**src/hw/rtl/bdll_pkg.sv**
```systemverilog
`timescale 1ns / 1ps
// ============================================================================
// bdll_pkg
// Opcodes, status codes and the response word shared by the list engine.
// ============================================================================
package bdll_pkg;

    localparam int OPCODE_W   = 4;
    localparam int VALUE_W    = 32;
    localparam int POSITION_W = 6;
    localparam int STATUS_W   = 2;
    localparam int READ_LIMIT = 32;

    localparam logic [OPCODE_W-1:0] OP_APPEND     = 4'd0;
    localparam logic [OPCODE_W-1:0] OP_READ_ALL   = 4'd1;
    localparam logic [OPCODE_W-1:0] OP_PUSH_FRONT = 4'd2;
    localparam logic [OPCODE_W-1:0] OP_PUSH_BACK  = 4'd3;
    localparam logic [OPCODE_W-1:0] OP_INSERT     = 4'd4;
    localparam logic [OPCODE_W-1:0] OP_POP_FRONT  = 4'd5;
    localparam logic [OPCODE_W-1:0] OP_POP_BACK   = 4'd6;
    localparam logic [OPCODE_W-1:0] OP_DELETE     = 4'd7;
    localparam logic [OPCODE_W-1:0] OP_LENGTH     = 4'd8;

    localparam logic [STATUS_W-1:0] ST_OK     = 2'd0;
    localparam logic [STATUS_W-1:0] ST_EMPTY  = 2'd1;
    localparam logic [STATUS_W-1:0] ST_BADPOS = 2'd2;
    localparam logic [STATUS_W-1:0] ST_FULL   = 2'd3;

    typedef struct packed {
        logic signed [VALUE_W-1:0] result_value;
        logic [STATUS_W-1:0]       status;
        logic                      last;
    } rsp_word_t;

endpackage

```
**src/hw/rtl/bdll_cmd_if.sv**
```systemverilog
`timescale 1ns / 1ps
// ============================================================================
// bdll_cmd_if
// Command channel: valid/ready with opcode, value and position.
// ============================================================================
interface bdll_cmd_if;
    import bdll_pkg::*;

    logic                         valid;
    logic                         ready;
    logic [OPCODE_W-1:0]          opcode;
    logic signed [VALUE_W-1:0]    item_value;
    logic [POSITION_W-1:0]        position;

    modport source (output valid, output opcode, output item_value, output position,
                    input ready);
    modport sink   (input valid, input opcode, input item_value, input position,
                    output ready);
endinterface

```
**src/hw/rtl/bdll_rsp_if.sv**
```systemverilog
`timescale 1ns / 1ps
// ============================================================================
// bdll_rsp_if
// Response channel: valid/ready with result value, status and last flag.
// ============================================================================
interface bdll_rsp_if;
    import bdll_pkg::*;

    logic                         valid;
    logic                         ready;
    logic signed [VALUE_W-1:0]    result_value;
    logic [STATUS_W-1:0]          status;
    logic                         last;

    modport source (output valid, output result_value, output status, output last,
                    input ready);
    modport sink   (input valid, input result_value, input status, input last,
                    output ready);
endinterface

```
**src/hw/rtl/bdll_store.sv**
```systemverilog
`timescale 1ns / 1ps
// ============================================================================
// bdll_store
// Slot storage: value, forward link and backward link memories. One shared
// read address with registered data, one write port per memory.
// ============================================================================
module bdll_store
    import bdll_pkg::*;
#(
    parameter int DEPTH = 32,
    parameter int IW    = 5
)
(
    input  logic                      clk,
    input  logic                      rd_en,
    input  logic [IW-1:0]             rd_addr,
    output logic signed [VALUE_W-1:0] rd_value,
    output logic [IW-1:0]             rd_next,
    output logic [IW-1:0]             rd_prev,
    input  logic                      val_we,
    input  logic [IW-1:0]             val_addr,
    input  logic signed [VALUE_W-1:0] val_data,
    input  logic                      nxt_we,
    input  logic [IW-1:0]             nxt_addr,
    input  logic [IW-1:0]             nxt_data,
    input  logic                      prv_we,
    input  logic [IW-1:0]             prv_addr,
    input  logic [IW-1:0]             prv_data
);

    logic signed [VALUE_W-1:0] val_mem [DEPTH];
    logic [IW-1:0]             nxt_mem [DEPTH];
    logic [IW-1:0]             prv_mem [DEPTH];

    always_ff @(posedge clk)
    begin
        if (val_we)
        begin
            val_mem[val_addr] <= val_data;
        end
        if (nxt_we)
        begin
            nxt_mem[nxt_addr] <= nxt_data;
        end
        if (prv_we)
        begin
            prv_mem[prv_addr] <= prv_data;
        end
        if (rd_en)
        begin
            rd_value <= val_mem[rd_addr];
            rd_next  <= nxt_mem[rd_addr];
            rd_prev  <= prv_mem[rd_addr];
        end
    end

endmodule

```
**src/hw/rtl/bdll_out_reg.sv**
```systemverilog
`timescale 1ns / 1ps
// ============================================================================
// bdll_out_reg
// Response output register: holds one word until the receiver takes it.
// ============================================================================
module bdll_out_reg
    import bdll_pkg::*;
(
    input  logic          clk,
    input  logic          rst_n,
    input  logic          push,
    input  rsp_word_t     push_word,
    output logic          can_push,
    bdll_rsp_if.source    rsp
);

    logic      valid_reg;
    logic      valid_next;
    rsp_word_t word_reg;

    assign can_push = !valid_reg || rsp.ready;

    always_comb
    begin
        valid_next = valid_reg;
        if (push)
        begin
            valid_next = 1'b1;
        end
        else if (rsp.ready)
        begin
            valid_next = 1'b0;
        end
    end

    always_ff @(posedge clk or negedge rst_n)
    begin
        if (!rst_n)
        begin
            valid_reg <= 1'b0;
        end
        else
        begin
            valid_reg <= valid_next;
        end
    end

    always_ff @(posedge clk)
    begin
        if (push)
        begin
            word_reg <= push_word;
        end
    end

    assign rsp.valid        = valid_reg;
    assign rsp.result_value = word_reg.result_value;
    assign rsp.status       = word_reg.status;
    assign rsp.last         = word_reg.last;

endmodule

```
**src/hw/rtl/bounded_doubly_linked_list_unit.sv**
```systemverilog
`timescale 1ns / 1ps
// ============================================================================
// bounded_doubly_linked_list_unit
// Ordered list of up to CAPACITY signed 32-bit values in linked memory slots.
// ============================================================================
// Usage:
//   cmd carries one operation per word (opcode, item_value, position). rsp
//   returns one word per operation, or one word per element (up to READ_LIMIT) for read all,
//   with last set on the final word of each operation.
//   Operations run one at a time; cmd.ready is high only while the sequencer
//   is idle and the output register can take a word.
//   Insert places the new value after position p; delete removes the
//   element at position p. The walk follows one forward link per cycle
//   through the link memory's single read port.
//   Reset empties the list at once: the slot bitmap, head, tail and count
//   are registers; slot memories need no clearing.
//   When rsp stalls, the output register holds its word and the sequencer
//   waits, holding the memory read data of the element in flight.
// ============================================================================
module bounded_doubly_linked_list_unit
    import bdll_pkg::*;
#(
    parameter int CAPACITY = 32
)
(
    input  logic       clk,
    input  logic       rst_n,
    bdll_cmd_if.sink   cmd,
    bdll_rsp_if.source rsp
);

    localparam int IW = (CAPACITY > 2) ? $clog2(CAPACITY) : 1;
    localparam int CW = $clog2(CAPACITY + 1);

    localparam logic [2:0] S_IDLE = 3'd0;
    localparam logic [2:0] S_WALK = 3'd1;
    localparam logic [2:0] S_LINK = 3'd2;
    localparam logic [2:0] S_WR1  = 3'd3;
    localparam logic [2:0] S_WR2  = 3'd4;
    localparam logic [2:0] S_READ = 3'd5;

    // control state
    logic [2:0]            state_reg, state_next;
    logic [CAPACITY-1:0]   used_reg, used_next;
    logic [IW-1:0]         head_reg, head_next;
    logic [IW-1:0]         tail_reg, tail_next;
    logic [CW-1:0]         count_reg, count_next;
    // per-operation working registers
    logic [OPCODE_W-1:0]   op_reg, op_next;
    logic signed [VALUE_W-1:0] val_reg, val_next;
    logic [POSITION_W-1:0] hops_reg, hops_next;
    logic [IW-1:0]         cur_reg, cur_next;
    logic [IW-1:0]         nx_reg, nx_next;
    logic [IW-1:0]         pv_reg, pv_next;
    logic [IW-1:0]         new_reg, new_next;
    logic [CW-1:0]         rem_reg, rem_next;

    // memory ports
    logic                      rd_en;
    logic [IW-1:0]             rd_addr;
    logic signed [VALUE_W-1:0] rd_value;
    logic [IW-1:0]             rd_next;
    logic [IW-1:0]             rd_prev;
    logic                      val_we, nxt_we, prv_we;
    logic [IW-1:0]             val_addr, nxt_addr, prv_addr;
    logic [IW-1:0]             nxt_data, prv_data;

    // output register
    logic      push;
    rsp_word_t push_word;
    logic      can_push;

    logic                  accept;
    logic                  is_empty;
    logic                  is_full;
    logic                  bad_pos;
    logic [POSITION_W-1:0] pos_eff;
    logic [IW-1:0]         free_slot;
    logic [CW-1:0]         read_count;

    assign cmd.ready = (state_reg == S_IDLE) && can_push;
    assign accept    = cmd.valid && cmd.ready;
    assign is_empty  = (count_reg == '0);
    assign is_full   = (count_reg == CW'(CAPACITY));
    assign pos_eff   = (cmd.position == '0) ? POSITION_W'(1) : cmd.position;
    assign bad_pos   = 8'(pos_eff) > 8'(count_reg);
    assign read_count = (8'(count_reg) > 8'(READ_LIMIT)) ? CW'(READ_LIMIT) : count_reg;

    // lowest free slot
    always_comb
    begin
        free_slot = '0;
        for (int i = CAPACITY - 1; i >= 0; i--)
        begin
            if (!used_reg[i])
            begin
                free_slot = IW'(i);
            end
        end
    end

    always_comb
    begin
        state_next = state_reg;
        used_next  = used_reg;
        head_next  = head_reg;
        tail_next  = tail_reg;
        count_next = count_reg;
        op_next    = op_reg;
        val_next   = val_reg;
        hops_next  = hops_reg;
        cur_next   = cur_reg;
        nx_next    = nx_reg;
        pv_next    = pv_reg;
        new_next   = new_reg;
        rem_next   = rem_reg;

        rd_en    = 1'b0;
        rd_addr  = cur_reg;
        val_we   = 1'b0;
        nxt_we   = 1'b0;
        prv_we   = 1'b0;
        val_addr = new_reg;
        nxt_addr = new_reg;
        prv_addr = new_reg;
        nxt_data = '0;
        prv_data = '0;

        push      = 1'b0;
        push_word = '{result_value: '0, status: ST_OK, last: 1'b1};

        unique case (state_reg)
            S_IDLE:
            begin
                if (accept)
                begin
                    op_next   = cmd.opcode;
                    val_next  = cmd.item_value;
                    new_next  = free_slot;
                    hops_next = pos_eff - POSITION_W'(1);
                    case (cmd.opcode)
                        OP_APPEND:
                        begin
                            if (is_full)
                            begin
                                push = 1'b1;
                                push_word.status = ST_FULL;
                            end
                            else
                            begin
                                state_next = S_WR1;
                            end
                        end
                        OP_READ_ALL:
                        begin
                            if (is_empty)
                            begin
                                push = 1'b1;
                                push_word.status = ST_EMPTY;
                            end
                            else
                            begin
                                rd_en      = 1'b1;
                                rd_addr    = head_reg;
                                cur_next   = head_reg;
                                rem_next   = read_count;
                                state_next = S_READ;
                            end
                        end
                        OP_PUSH_FRONT, OP_PUSH_BACK:
                        begin
                            if (is_empty)
                            begin
                                push = 1'b1;
                                push_word.status = ST_EMPTY;
                            end
                            else if (is_full)
                            begin
                                push = 1'b1;
                                push_word.status = ST_FULL;
                            end
                            else
                            begin
                                state_next = S_WR1;
                            end
                        end
                        OP_INSERT, OP_DELETE:
                        begin
                            if (is_empty)
                            begin
                                push = 1'b1;
                                push_word.status = ST_EMPTY;
                            end
                            else if (bad_pos)
                            begin
                                push = 1'b1;
                                push_word.status = ST_BADPOS;
                            end
                            else if (is_full && cmd.opcode == OP_INSERT)
                            begin
                                push = 1'b1;
                                push_word.status = ST_FULL;
                            end
                            else
                            begin
                                // start the walk at the head
                                rd_en      = 1'b1;
                                rd_addr    = head_reg;
                                cur_next   = head_reg;
                                state_next = (pos_eff == POSITION_W'(1)) ? S_LINK : S_WALK;
                            end
                        end
                        OP_POP_FRONT, OP_POP_BACK:
                        begin
                            if (is_empty)
                            begin
                                push = 1'b1;
                                push_word.status = ST_EMPTY;
                            end
                            else
                            begin
                                rd_en      = 1'b1;
                                rd_addr    = (cmd.opcode == OP_POP_FRONT) ? head_reg : tail_reg;
                                cur_next   = rd_addr;
                                state_next = S_LINK;
                            end
                        end
                        OP_LENGTH:
                        begin
                            push = 1'b1;
                            push_word.result_value = signed'(VALUE_W'(count_reg));
                        end
                        default:
                        begin
                            push = 1'b1;
                        end
                    endcase
                end
            end

            S_WALK:
            begin
                // advance one forward link per cycle
                cur_next  = rd_next;
                rd_en     = 1'b1;
                rd_addr   = rd_next;
                hops_next = hops_reg - POSITION_W'(1);
                if (hops_reg == POSITION_W'(1))
                begin
                    state_next = S_LINK;
                end
            end

            S_LINK:
            begin
                nx_next    = rd_next;
                pv_next    = rd_prev;
                state_next = (op_reg == OP_INSERT) ? S_WR1 : S_WR2;
            end

            S_WR1:
            begin
                // fill the new slot
                val_we   = 1'b1;
                nxt_we   = 1'b1;
                prv_we   = 1'b1;
                val_addr = new_reg;
                nxt_addr = new_reg;
                prv_addr = new_reg;
                case (op_reg)
                    OP_PUSH_FRONT:
                    begin
                        nxt_data = head_reg;
                        prv_data = '0;
                    end
                    OP_INSERT:
                    begin
                        nxt_data = nx_reg;
                        prv_data = cur_reg;
                    end
                    default:
                    begin
                        nxt_data = '0;
                        prv_data = tail_reg;
                    end
                endcase
                used_next[new_reg] = 1'b1;
                count_next = count_reg + CW'(1);
                state_next = S_WR2;
            end

            S_WR2:
            begin
                if (can_push)
                begin
                    case (op_reg)
                        OP_APPEND, OP_PUSH_BACK:
                        begin
                            if (count_reg == CW'(1))
                            begin
                                head_next = new_reg;
                            end
                            else
                            begin
                                nxt_we   = 1'b1;
                                nxt_addr = tail_reg;
                                nxt_data = new_reg;
                            end
                            tail_next = new_reg;
                        end
                        OP_PUSH_FRONT:
                        begin
                            prv_we    = 1'b1;
                            prv_addr  = head_reg;
                            prv_data  = new_reg;
                            head_next = new_reg;
                        end
                        OP_INSERT:
                        begin
                            nxt_we   = 1'b1;
                            nxt_addr = cur_reg;
                            nxt_data = new_reg;
                            if (cur_reg == tail_reg)
                            begin
                                tail_next = new_reg;
                            end
                            else
                            begin
                                prv_we   = 1'b1;
                                prv_addr = nx_reg;
                                prv_data = new_reg;
                            end
                        end
                        default:
                        begin
                            // unlink cur_reg
                            if (count_reg == CW'(1))
                            begin
                                head_next = '0;
                                tail_next = '0;
                            end
                            else
                            begin
                                if (cur_reg == head_reg)
                                begin
                                    head_next = nx_reg;
                                end
                                else
                                begin
                                    nxt_we   = 1'b1;
                                    nxt_addr = pv_reg;
                                    nxt_data = nx_reg;
                                end
                                if (cur_reg == tail_reg)
                                begin
                                    tail_next = pv_reg;
                                end
                                else
                                begin
                                    prv_we   = 1'b1;
                                    prv_addr = nx_reg;
                                    prv_data = pv_reg;
                                end
                            end
                            used_next[cur_reg] = 1'b0;
                            count_next = count_reg - CW'(1);
                        end
                    endcase
                    push       = 1'b1;
                    state_next = S_IDLE;
                end
            end

            S_READ:
            begin
                // emit one element per cycle; hold read data while stalled
                if (can_push)
                begin
                    push = 1'b1;
                    push_word.result_value = rd_value;
                    push_word.last = (rem_reg == CW'(1));
                    if (rem_reg == CW'(1))
                    begin
                        state_next = S_IDLE;
                    end
                    else
                    begin
                        rd_en    = 1'b1;
                        rd_addr  = rd_next;
                        rem_next = rem_reg - CW'(1);
                    end
                end
            end

            default:
            begin
                state_next = S_IDLE;
            end
        endcase
    end

    always_ff @(posedge clk or negedge rst_n)
    begin
        if (!rst_n)
        begin
            state_reg <= S_IDLE;
            used_reg  <= '0;
            head_reg  <= '0;
            tail_reg  <= '0;
            count_reg <= '0;
        end
        else
        begin
            state_reg <= state_next;
            used_reg  <= used_next;
            head_reg  <= head_next;
            tail_reg  <= tail_next;
            count_reg <= count_next;
        end
    end

    always_ff @(posedge clk)
    begin
        op_reg   <= op_next;
        val_reg  <= val_next;
        hops_reg <= hops_next;
        cur_reg  <= cur_next;
        nx_reg   <= nx_next;
        pv_reg   <= pv_next;
        new_reg  <= new_next;
        rem_reg  <= rem_next;
    end

    bdll_store #(
        .DEPTH (CAPACITY),
        .IW    (IW)
    ) u_store (
        .clk      (clk),
        .rd_en    (rd_en),
        .rd_addr  (rd_addr),
        .rd_value (rd_value),
        .rd_next  (rd_next),
        .rd_prev  (rd_prev),
        .val_we   (val_we),
        .val_addr (val_addr),
        .val_data (val_reg),
        .nxt_we   (nxt_we),
        .nxt_addr (nxt_addr),
        .nxt_data (nxt_data),
        .prv_we   (prv_we),
        .prv_addr (prv_addr),
        .prv_data (prv_data)
    );

    bdll_out_reg u_out (
        .clk       (clk),
        .rst_n     (rst_n),
        .push      (push),
        .push_word (push_word),
        .can_push  (can_push),
        .rsp       (rsp)
    );

endmodule

```
**src/flat_wrapper.sv**
```systemverilog
// flat-port wrapper written by rule: the top's interface ports become plain ports
module bounded_doubly_linked_list_unit_flat import bdll_pkg::*;
#(
    parameter int CAPACITY = 32
)
  (clk, rst_n, cmd_valid, cmd_opcode, cmd_item_value, cmd_position, cmd_ready, rsp_valid, rsp_result_value, rsp_status, rsp_last, rsp_ready);
  bdll_cmd_if cmd_i ();
  bdll_rsp_if rsp_i ();
  input  logic clk;
  input  logic rst_n;
  input wire logic [$bits(cmd_i.valid)-1:0] cmd_valid;
  input wire logic [$bits(cmd_i.opcode)-1:0] cmd_opcode;
  input wire logic [$bits(cmd_i.item_value)-1:0] cmd_item_value;
  input wire logic [$bits(cmd_i.position)-1:0] cmd_position;
  output wire logic [$bits(cmd_i.ready)-1:0] cmd_ready;
  output wire logic [$bits(rsp_i.valid)-1:0] rsp_valid;
  output wire logic [$bits(rsp_i.result_value)-1:0] rsp_result_value;
  output wire logic [$bits(rsp_i.status)-1:0] rsp_status;
  output wire logic [$bits(rsp_i.last)-1:0] rsp_last;
  input wire logic [$bits(rsp_i.ready)-1:0] rsp_ready;
  assign cmd_i.valid = cmd_valid;
  assign cmd_i.opcode = cmd_opcode;
  assign cmd_i.item_value = cmd_item_value;
  assign cmd_i.position = cmd_position;
  assign cmd_ready = cmd_i.ready;
  assign rsp_valid = rsp_i.valid;
  assign rsp_result_value = rsp_i.result_value;
  assign rsp_status = rsp_i.status;
  assign rsp_last = rsp_i.last;
  assign rsp_i.ready = rsp_ready;
  bounded_doubly_linked_list_unit #(.CAPACITY(CAPACITY)) u_core (.clk(clk), .rst_n(rst_n), .cmd(cmd_i), .rsp(rsp_i));
endmodule
```
**config.mk**
```make
export PLATFORM = sky130hd
export DESIGN_NAME = bounded_doubly_linked_list_unit_flat
export DESIGN_NICKNAME = d
export VERILOG_FILES = /design/src/hw/rtl/bdll_pkg.sv /design/src/hw/rtl/bdll_cmd_if.sv /design/src/hw/rtl/bdll_rsp_if.sv /design/src/hw/rtl/bdll_store.sv /design/src/hw/rtl/bdll_out_reg.sv /design/src/hw/rtl/bounded_doubly_linked_list_unit.sv /design/src/flat_wrapper.sv
export SDC_FILE = /design/constraint.sdc
export NUM_CORES = 2
export LEC_CHECK = 0
export BUFFER_PORTS_ARGS = -buffer_cell sky130_fd_sc_hd__buf_2
export CAP_MARGIN = 10
export CORE_MARGIN = 2
export CORE_UTILIZATION = 35
export DETAILED_ROUTE_END_ITERATION = 6
export SETUP_SLACK_MARGIN = 0.05
export SYNTH_ARGS = -nofsm -noshare
export SYNTH_HDL_FRONTEND = slang
export SYNTH_SLANG_ARGS = --single-unit
```
**constraint.sdc**
```tcl
create_clock -name clk -period 5.8 [get_ports clk]
set_clock_uncertainty 0.1 [all_clocks]
set_input_delay 1.16 -clock clk [delete_from_list [all_inputs] [get_ports clk]]
set_output_delay 1.16 -clock clk [all_outputs]
set_load 0.005 [all_outputs]
```
# After elaboration in Yosys (flattened, before gate mapping)
# Memory sizes are Yosys's and may differ from the RTL's. A register that Yosys moved wholly into a read port is not among the register bits.
# Cells that the tools add are included.
# classes
bitwise_logic	5
n_eq_ne	41
mux	162
addsub	5
reduce_logical	37
n_lt_le_gt_ge	6
# ops
operator	count
$mux 5	48
$pmux 32 s2	2
$pmux 5 s3	8
$mux 32	3
$mux 6	11
$mux 3	17
$pmux 5 s2	5
$pmux 6 s2	3
$mux 1	35
$mux 34	1
$and 32x32->32	1
$mux 4	8
$not 32->32	1
$or 32x32->32	1
$eq 6x1->1 const B	4
$sub 6x1->6 const B	4
$eq 4x3->1 const B	5
$ne 3x3->1 const B	6
$pmux 3 s6	1
$eq 4x2->1 const B	4
$mux 2	8
$reduce_and 16->1	1
$pmux 3 s5	1
$logic_not 6->1	2
other kinds (38)	76
# word_totals
mem_bits_rw	1344
output_inout_bits	37
n_memories	3
word_cells	280
inputBits	46
ff_bits	155
# memory_table
name	words	width	read_ports	rd_clocked_by_memory_dff	wr	line_no	source
u_core.u_store.val_mem	32	32	1	1	1	bdll_store.sv:31	logic signed [VALUE_W-1:0] val_mem [DEPTH];
u_core.u_store.nxt_mem	32	5	1	1	1	bdll_store.sv:32	logic [IW-1:0] nxt_mem [DEPTH];
u_core.u_store.prv_mem	32	5	1	1	1	bdll_store.sv:33	logic [IW-1:0] prv_mem [DEPTH];

# Logic depth before layout (Yosys ltp)
# depth
word_depth	31
depth_mapped	19
mapped_depth_nobuf	14

# Hierarchy
# Synthesis repeated with hierarchy kept, for this count alone.
# unflattened
hier_cells	3906
area_unflattened_um2	62640.1
# by_module_without_submodules
module	seq_area_each_um2	cells_each	n_inst	area_each_um2
bdll_store	41619.9	3046	1	54011.8
bounded_doubly_linked_list_unit	3318.2	822	1	7529.7
bdll_out_reg	1076.0	38	1	1098.6

# Worst setup path before layout
# Ideal clock, no wire load.
# synth_timing
path_type	input to register
from	input cmd_position[3]
to	register u_core.u_store.rd_next[0], read port of u_core.u_store.nxt_mem (enable)
path_stages	12
slack_ns	0.145
required_time_ns	5.245
n_path_buf	1
arrival_time_ns	5.100
setup_time_ns	0.455
path_cell_list	nor3_1 > nand2_1 > o21bai_1 > inv_1 > ha_1 > nand4_1 > mux2_2 > o31a_1 > buf_2 > o21ai_0 > nand2_1 > a21oi_1
# synth_between
elab_chain_len	8
elab_cells_between_ends	13
cone_classes	order compare (1); mux (11); reduce/logical (1)
# synth_rtl
element	line_no	source
from (decl)	flat_wrapper.sv:14	input wire logic [$bits(cmd_i.position)-1:0] cmd_position;
$logic_not 6->1	bounded_doubly_linked_list_unit.sv:85	assign pos_eff = (cmd.position == '0) ? POSITION_W'(1) : cmd.position;
$mux 6 *	bounded_doubly_linked_list_unit.sv:85	
$gt 6x6->1 *	bounded_doubly_linked_list_unit.sv:86	assign bad_pos = 8'(pos_eff) > 8'(count_reg);
$mux 1 *	bounded_doubly_linked_list_unit.sv:194	else if (bad_pos)
$mux 1 *	bounded_doubly_linked_list_unit.sv:189	if (is_empty)
$pmux 1 s2 *	bounded_doubly_linked_list_unit.sv:141	case (cmd.opcode)
$mux 1 *	bounded_doubly_linked_list_unit.sv:135	if (accept)
$pmux 1 s3 *	bounded_doubly_linked_list_unit.sv:132	unique case (state_reg)
named net u_core.rd_en	bounded_doubly_linked_list_unit.sv:59	logic rd_en;
to (decl)	bdll_store.sv:18	output logic [IW-1:0] rd_next,
# The timed path passes the listed nets; every way through them passes the cells marked *.
# A chain may end at the register's enable or synchronous reset.

# Worst setup path in the final report
# layout_timing
from	register u_core.count_reg[4]
to	memory u_core.u_store.nxt_mem[2][4] (enable)
# layout_between
elab_chain_len	7
elab_cells_between_ends	13
cone_classes	eq/ne (1); mux (12)
# layout_rtl
element	line_no	source
from (decl)	bounded_doubly_linked_list_unit.sv:47	logic [CW-1:0] count_reg, count_next;
from (signal assigned)	bounded_doubly_linked_list_unit.sv:418	count_reg <= count_next;
$eq 6x1->1 *	bounded_doubly_linked_list_unit.sv:299, bounded_doubly_linked_list_unit.sv:337	
$mux 1 (on tied branches)	bounded_doubly_linked_list_unit.sv:337, bounded_doubly_linked_list_unit.sv:299	
$pmux 1 s3	bounded_doubly_linked_list_unit.sv:296	case (op_reg)
$mux 1	bounded_doubly_linked_list_unit.sv:294	if (can_push)
$pmux 1 s2	bounded_doubly_linked_list_unit.sv:132	
$mux 1	bdll_store.sv:41	if (nxt_we)
$mux 1 (not written as such)	bdll_store.sv:43	nxt_mem[nxt_addr] <= nxt_data;
to (decl)	bdll_store.sv:32	
# Mark *: on every way between the ends. The rest lies on a longest branch, timed or not.

==> qor.yml <==
cts:
  clock_path_buffers: 3
  numClockSinks: 1541
  h-tree-depth: 4
  postCtsSetupBuffers: 0
  clk_latency_ns: 0.79
  clkSlewWorstSetupHoldPaths_ns: 0.06
  cts_tree: "done"
  root_buffer: "sky130_fd_sc_hd__clkbuf_16"
  cts.hold.buffers_added: 0
  cts-resized-gates: 0
  cts_made_buffers: 162
power_and_ir_drop:
  p_leak_uw: 0.0255
  post-layout-total-power_uw: 41700
  power-per-cell-area_mw_per_mm2: 576
  vdd_ir_drop_max_mv: 0.484
worst_setup_path:
  critical_path.reg2reg.endpoint: "u_core.u_store.nxt_mem[2][4]$_DFFE_PP_"
  ff2ff_setup_slack_ns: 1.03
  rr_worst_depth: 8
  worstPathMaxFanout: 11
  setup.worst_path.end_class: "flip-flop"
  start_kind: "flip-flop"
  worst_ep_arrival_time_ns: 5.06
  critPathRequiredTime_ns: 6.09
  rr_startpoint: "u_core.count_reg[4]$_DFFE_PN0P_"
  critical_path_class: "flip-flop to flip-flop"
placed_design:
  port_buffers: 82
  routabilityCongestion: 0.866
  dp.cells: 6114
  placed_area_sq_mm: 0.0674
  hpwl_microns: 95600
timing:
  timing.final.hold_violations: 0
  max_freq_ghz: 0.210
  hold_ws_ns: 0.325
  max_slew.worst_pin.slew_ns: 1.22
  period_needed_ns: 4.77
  report.final.slew_viol_count: 0
  finalSetupTns_ns: 0
  unrepaired_setup_endpoints_after_global_routing: "false"
  relSlewSlack: 0.189
  finalSetupViolCount: 0
  timing.final.crit_share: 0.822
yosys:
  synth-edff-count: 1489
  netlist_area_sq_mm: 0.0634
  yosys.cell_types.count: 77
  post_synth_main_area_contributors: "sky130_fd_sc_hd__edfxtp_1, sky130_fd_sc_hd__mux2i_1, sky130_fd_sc_hd__dfrtp_1"
  ys.warnings.count: 0
  synth.top_cell.area_share: 0.705
  synth-main-ff-cell: "sky130_fd_sc_hd__edfxtp_1"
  yosysTopAreaCell: "sky130_fd_sc_hd__edfxtp_1"
  synth_seq_cells: 1541
  syn_nets: 3789
  synthesis.instances: 3728
  post_synthesis_area_per_instance_sq_um: 17.0
  sequential_element_share_of_the_synthesized_area: 0.725
  synth-async-reset-ratio: 0.0337
status:
  status: "finished, final reports clean"
die:
  initial_utilization: 0.352
  die_area_sq_mm: 0.185
  top_level_ports: 83
  fp-row-count: 156
  dieHeight_microns: 430
  die-width_microns: 430
  core_sq_mm: 0.180
global_routing:
  grt_pass1_wl_microns: 234000
  globalRouteTotalUtil: 0.171
  pin_count_of_the_biggest_net_entering_global_routing: 62
  grt_pass1_vias: 33900
  grt_remaining_overflow: 0
  number_of_antenna_violations_at_the_first_check_in_global_routing: 5
finish:
  layout.nets: 3970
  top_regs: "u_core.u_store.val_mem: 1024 flops, u_core.u_store.nxt_mem: 160 flops, u_core.u_store.prv_mem: 160 flops"
  final.fill_count: 16300
  layout.cells.non_filler: 6408
  final_layout_size_suffix_gt1_frac: 0.136
  largest-register: "u_core.u_store.val_mem"
  largest_register_ffs: 1024
  syn2layout_area_growth_pct: 14.1
  stdcell_area_sq_mm: 0.0724
hold_path:
  holdCritStartpoint: "u_core.u_store.rd_prev[3]$_DFFE_PP_"
  timing.hold.worst_path_depth: 0
  worst_hold_path_type: "flip-flop to flip-flop"
  worst_hold_path.endpoint: "u_core.pv_reg[3]$_DFFE_PN_"
job:
  maxCapViolations: 0
routing:
  via_per_inst: 5.32
  first_pass_iters: 6
  wl_cell_microns: 25.2
  routed-via-count: 34100
  first_iter_violations: 3412
  antenna_left: 0
  routed_wl_microns: 162000
  drt_drc_violations_left: 0
## metrics by stage
step | util | setup slack, ns
2_1_floorplan | - | 0.145
3_5_place_dp | 0.374 | 0.406
4_1_cts | 0.401 | 1.18
5_1_grt | 0.401 | 0.790
6_report | 0.401 | 1.03
3_3_place_gp | 0.374 | 0.381
## cells in the mapped netlist (5+ instances only)
cell,instances
sky130_fd_sc_hd__a211oi_1,5
sky130_fd_sc_hd__a21oi_1,42
sky130_fd_sc_hd__a221oi_1,8
sky130_fd_sc_hd__a22o_1,12
sky130_fd_sc_hd__a22oi_1,21
sky130_fd_sc_hd__a31oi_1,12
sky130_fd_sc_hd__and2_1,29
sky130_fd_sc_hd__and3_1,6
sky130_fd_sc_hd__buf_2,55
sky130_fd_sc_hd__buf_4,47
sky130_fd_sc_hd__buf_6,33
sky130_fd_sc_hd__clkbuf_1,65
sky130_fd_sc_hd__dfrtp_1,52
sky130_fd_sc_hd__edfxtp_1,1489
sky130_fd_sc_hd__ha_1,15
sky130_fd_sc_hd__inv_1,29
sky130_fd_sc_hd__mux2i_1,1018
sky130_fd_sc_hd__nand2_1,92
sky130_fd_sc_hd__nand2b_1,13
sky130_fd_sc_hd__nand3_1,36
sky130_fd_sc_hd__nand3b_1,8
sky130_fd_sc_hd__nand4_1,16
sky130_fd_sc_hd__nor2_1,157
sky130_fd_sc_hd__nor2b_1,12
sky130_fd_sc_hd__nor3_1,19
sky130_fd_sc_hd__nor4_2,42
sky130_fd_sc_hd__o211ai_1,7
sky130_fd_sc_hd__o21ai_0,60
sky130_fd_sc_hd__o21ai_1,6
sky130_fd_sc_hd__o22a_1,33
sky130_fd_sc_hd__o22ai_1,178
sky130_fd_sc_hd__or3_1,11
sky130_fd_sc_hd__xnor2_1,18
sky130_fd_sc_hd__xor2_1,9
## placed cells by master (no fill, tap or decap), types with 7 or more instances in the layout
cell and count:
sky130_fd_sc_hd__nor3_1 19, sky130_fd_sc_hd__o22a_1 33, sky130_fd_sc_hd__nand3_1 32, sky130_fd_sc_hd__nor2_4 33, sky130_fd_sc_hd__nand3b_1 8, sky130_fd_sc_hd__mux2i_1 1018, sky130_fd_sc_hd__nand2_1 91, sky130_fd_sc_hd__clkinv_1 36
sky130_fd_sc_hd__buf_2 82, sky130_fd_sc_hd__a221oi_1 8, sky130_fd_sc_hd__nand4_1 16, sky130_fd_sc_hd__nand2b_1 13, sky130_fd_sc_hd__o22ai_1 173, sky130_fd_sc_hd__nor4_2 43, sky130_fd_sc_hd__inv_1 28, sky130_fd_sc_hd__buf_12 33
sky130_fd_sc_hd__a22oi_1 21, sky130_fd_sc_hd__o211ai_1 7, sky130_fd_sc_hd__buf_4 102, sky130_fd_sc_hd__xor2_1 9, sky130_fd_sc_hd__clkbuf_1 43, sky130_fd_sc_hd__xnor2_1 18, sky130_fd_sc_hd__nor2_1 124, sky130_fd_sc_hd__edfxtp_1 1489
sky130_fd_sc_hd__or3_1 7, sky130_fd_sc_hd__clkinv_2 25, sky130_fd_sc_hd__a22o_1 12, sky130_fd_sc_hd__a31oi_1 12, sky130_fd_sc_hd__and2_1 29, sky130_fd_sc_hd__nor2b_1 12, sky130_fd_sc_hd__dfrtp_1 52, sky130_fd_sc_hd__ha_1 15
sky130_fd_sc_hd__clkbuf_16 165, sky130_fd_sc_hd__a21oi_1 41, sky130_fd_sc_hd__o21ai_0 54
## worst max-delay path, stage by stage (launching register included)
cell and delay, ns:
sky130_fd_sc_hd__dfrtp_1 0.51, sky130_fd_sc_hd__nor4_4 0.52, sky130_fd_sc_hd__nand2_1 0.39, sky130_fd_sc_hd__o21ai_1 0.46
sky130_fd_sc_hd__mux2_2 0.40, sky130_fd_sc_hd__a222oi_1 0.37, sky130_fd_sc_hd__a2bb2oi_1 0.37, sky130_fd_sc_hd__o211ai_1 0.30
sky130_fd_sc_hd__nor3_1 0.94
## layout make-up
cell class / count / area [sq um] / area share
tap: 2370 / 2970 / 0.0410
clock buffer: 210 / 4320 / 0.0597
multi-input combinational: 1956 / 16500 / 0.228
antenna: 2 / 5.00 / 0.0000692
timing repair buffer: 218 / 1850 / 0.0255
clock inverter: 81 / 634 / 0.00877
sequential: 1541 / 46000 / 0.636
inverter: 30 / 114 / 0.00157
## where the power goes
part	internal [uW]	total [uW]	switching, uW
Combinational	7510	17300	9770
Clock	5530	9770	4240
Sequential	13600	14600	1000
## layer usage
metal	part of all wire	vias to the layer above	GRT usage	wire (microns)
li1	-	15200	-	-
met1	0.44	17600	0.239	71500
met2	0.48	1122	0.279	76900
met3	0.061	230	0.0265	9790
met4	0.022	10	0.0469	3480
met5	0.00044	-	0	71
## cell families after synthesis
| group | Yosys count | share of synthesized area |
|---|---|---|
| simple gates | 461 | 0.0401 |
| compound gates | 431 | 0.0450 |
| mux | 1022 | 0.161 |
| xor+xnor | 27 | 0.00373 |
| flops | 1541 | 0.725 |
| fa+ha+maj | 15 | 0.00296 |
| buf+inv | 231 | 0.0216 |
## how the worst max path moves through the flow
| stage | from | end | slack [ns] | depth (start not counted) |
|---|---|---|---|---|
| 2_1_floorplan | cmd_position[3] | u_core.u_store.rd_next[0]$_DFFE_PP_ | 0.14 | 12 |
| 3_3_place_gp | cmd_position[3] | u_core.u_store.rd_value[15]$_DFFE_PP_ | 0.38 | 16 |
| 5_1_grt | u_core.count_reg[4]$_DFFE_PN0P_ | u_core.u_store.nxt_mem[2][4]$_DFFE_PP_ | 0.79 | 8 |
| 6_report | u_core.count_reg[4]$_DFFE_PN0P_ | u_core.u_store.nxt_mem[2][4]$_DFFE_PP_ | 1.03 | 8 |
| 3_5_place_dp | cmd_position[3] | u_core.u_store.rd_value[27]$_DFFE_PP_ | 0.41 | 16 |
| 4_1_cts | u_core.count_reg[4]$_DFFE_PN0P_ | u_core.u_store.nxt_mem[2][4]$_DFFE_PP_ | 1.18 | 8 |
No activity file was read; power rests on OpenSTA's default activity.
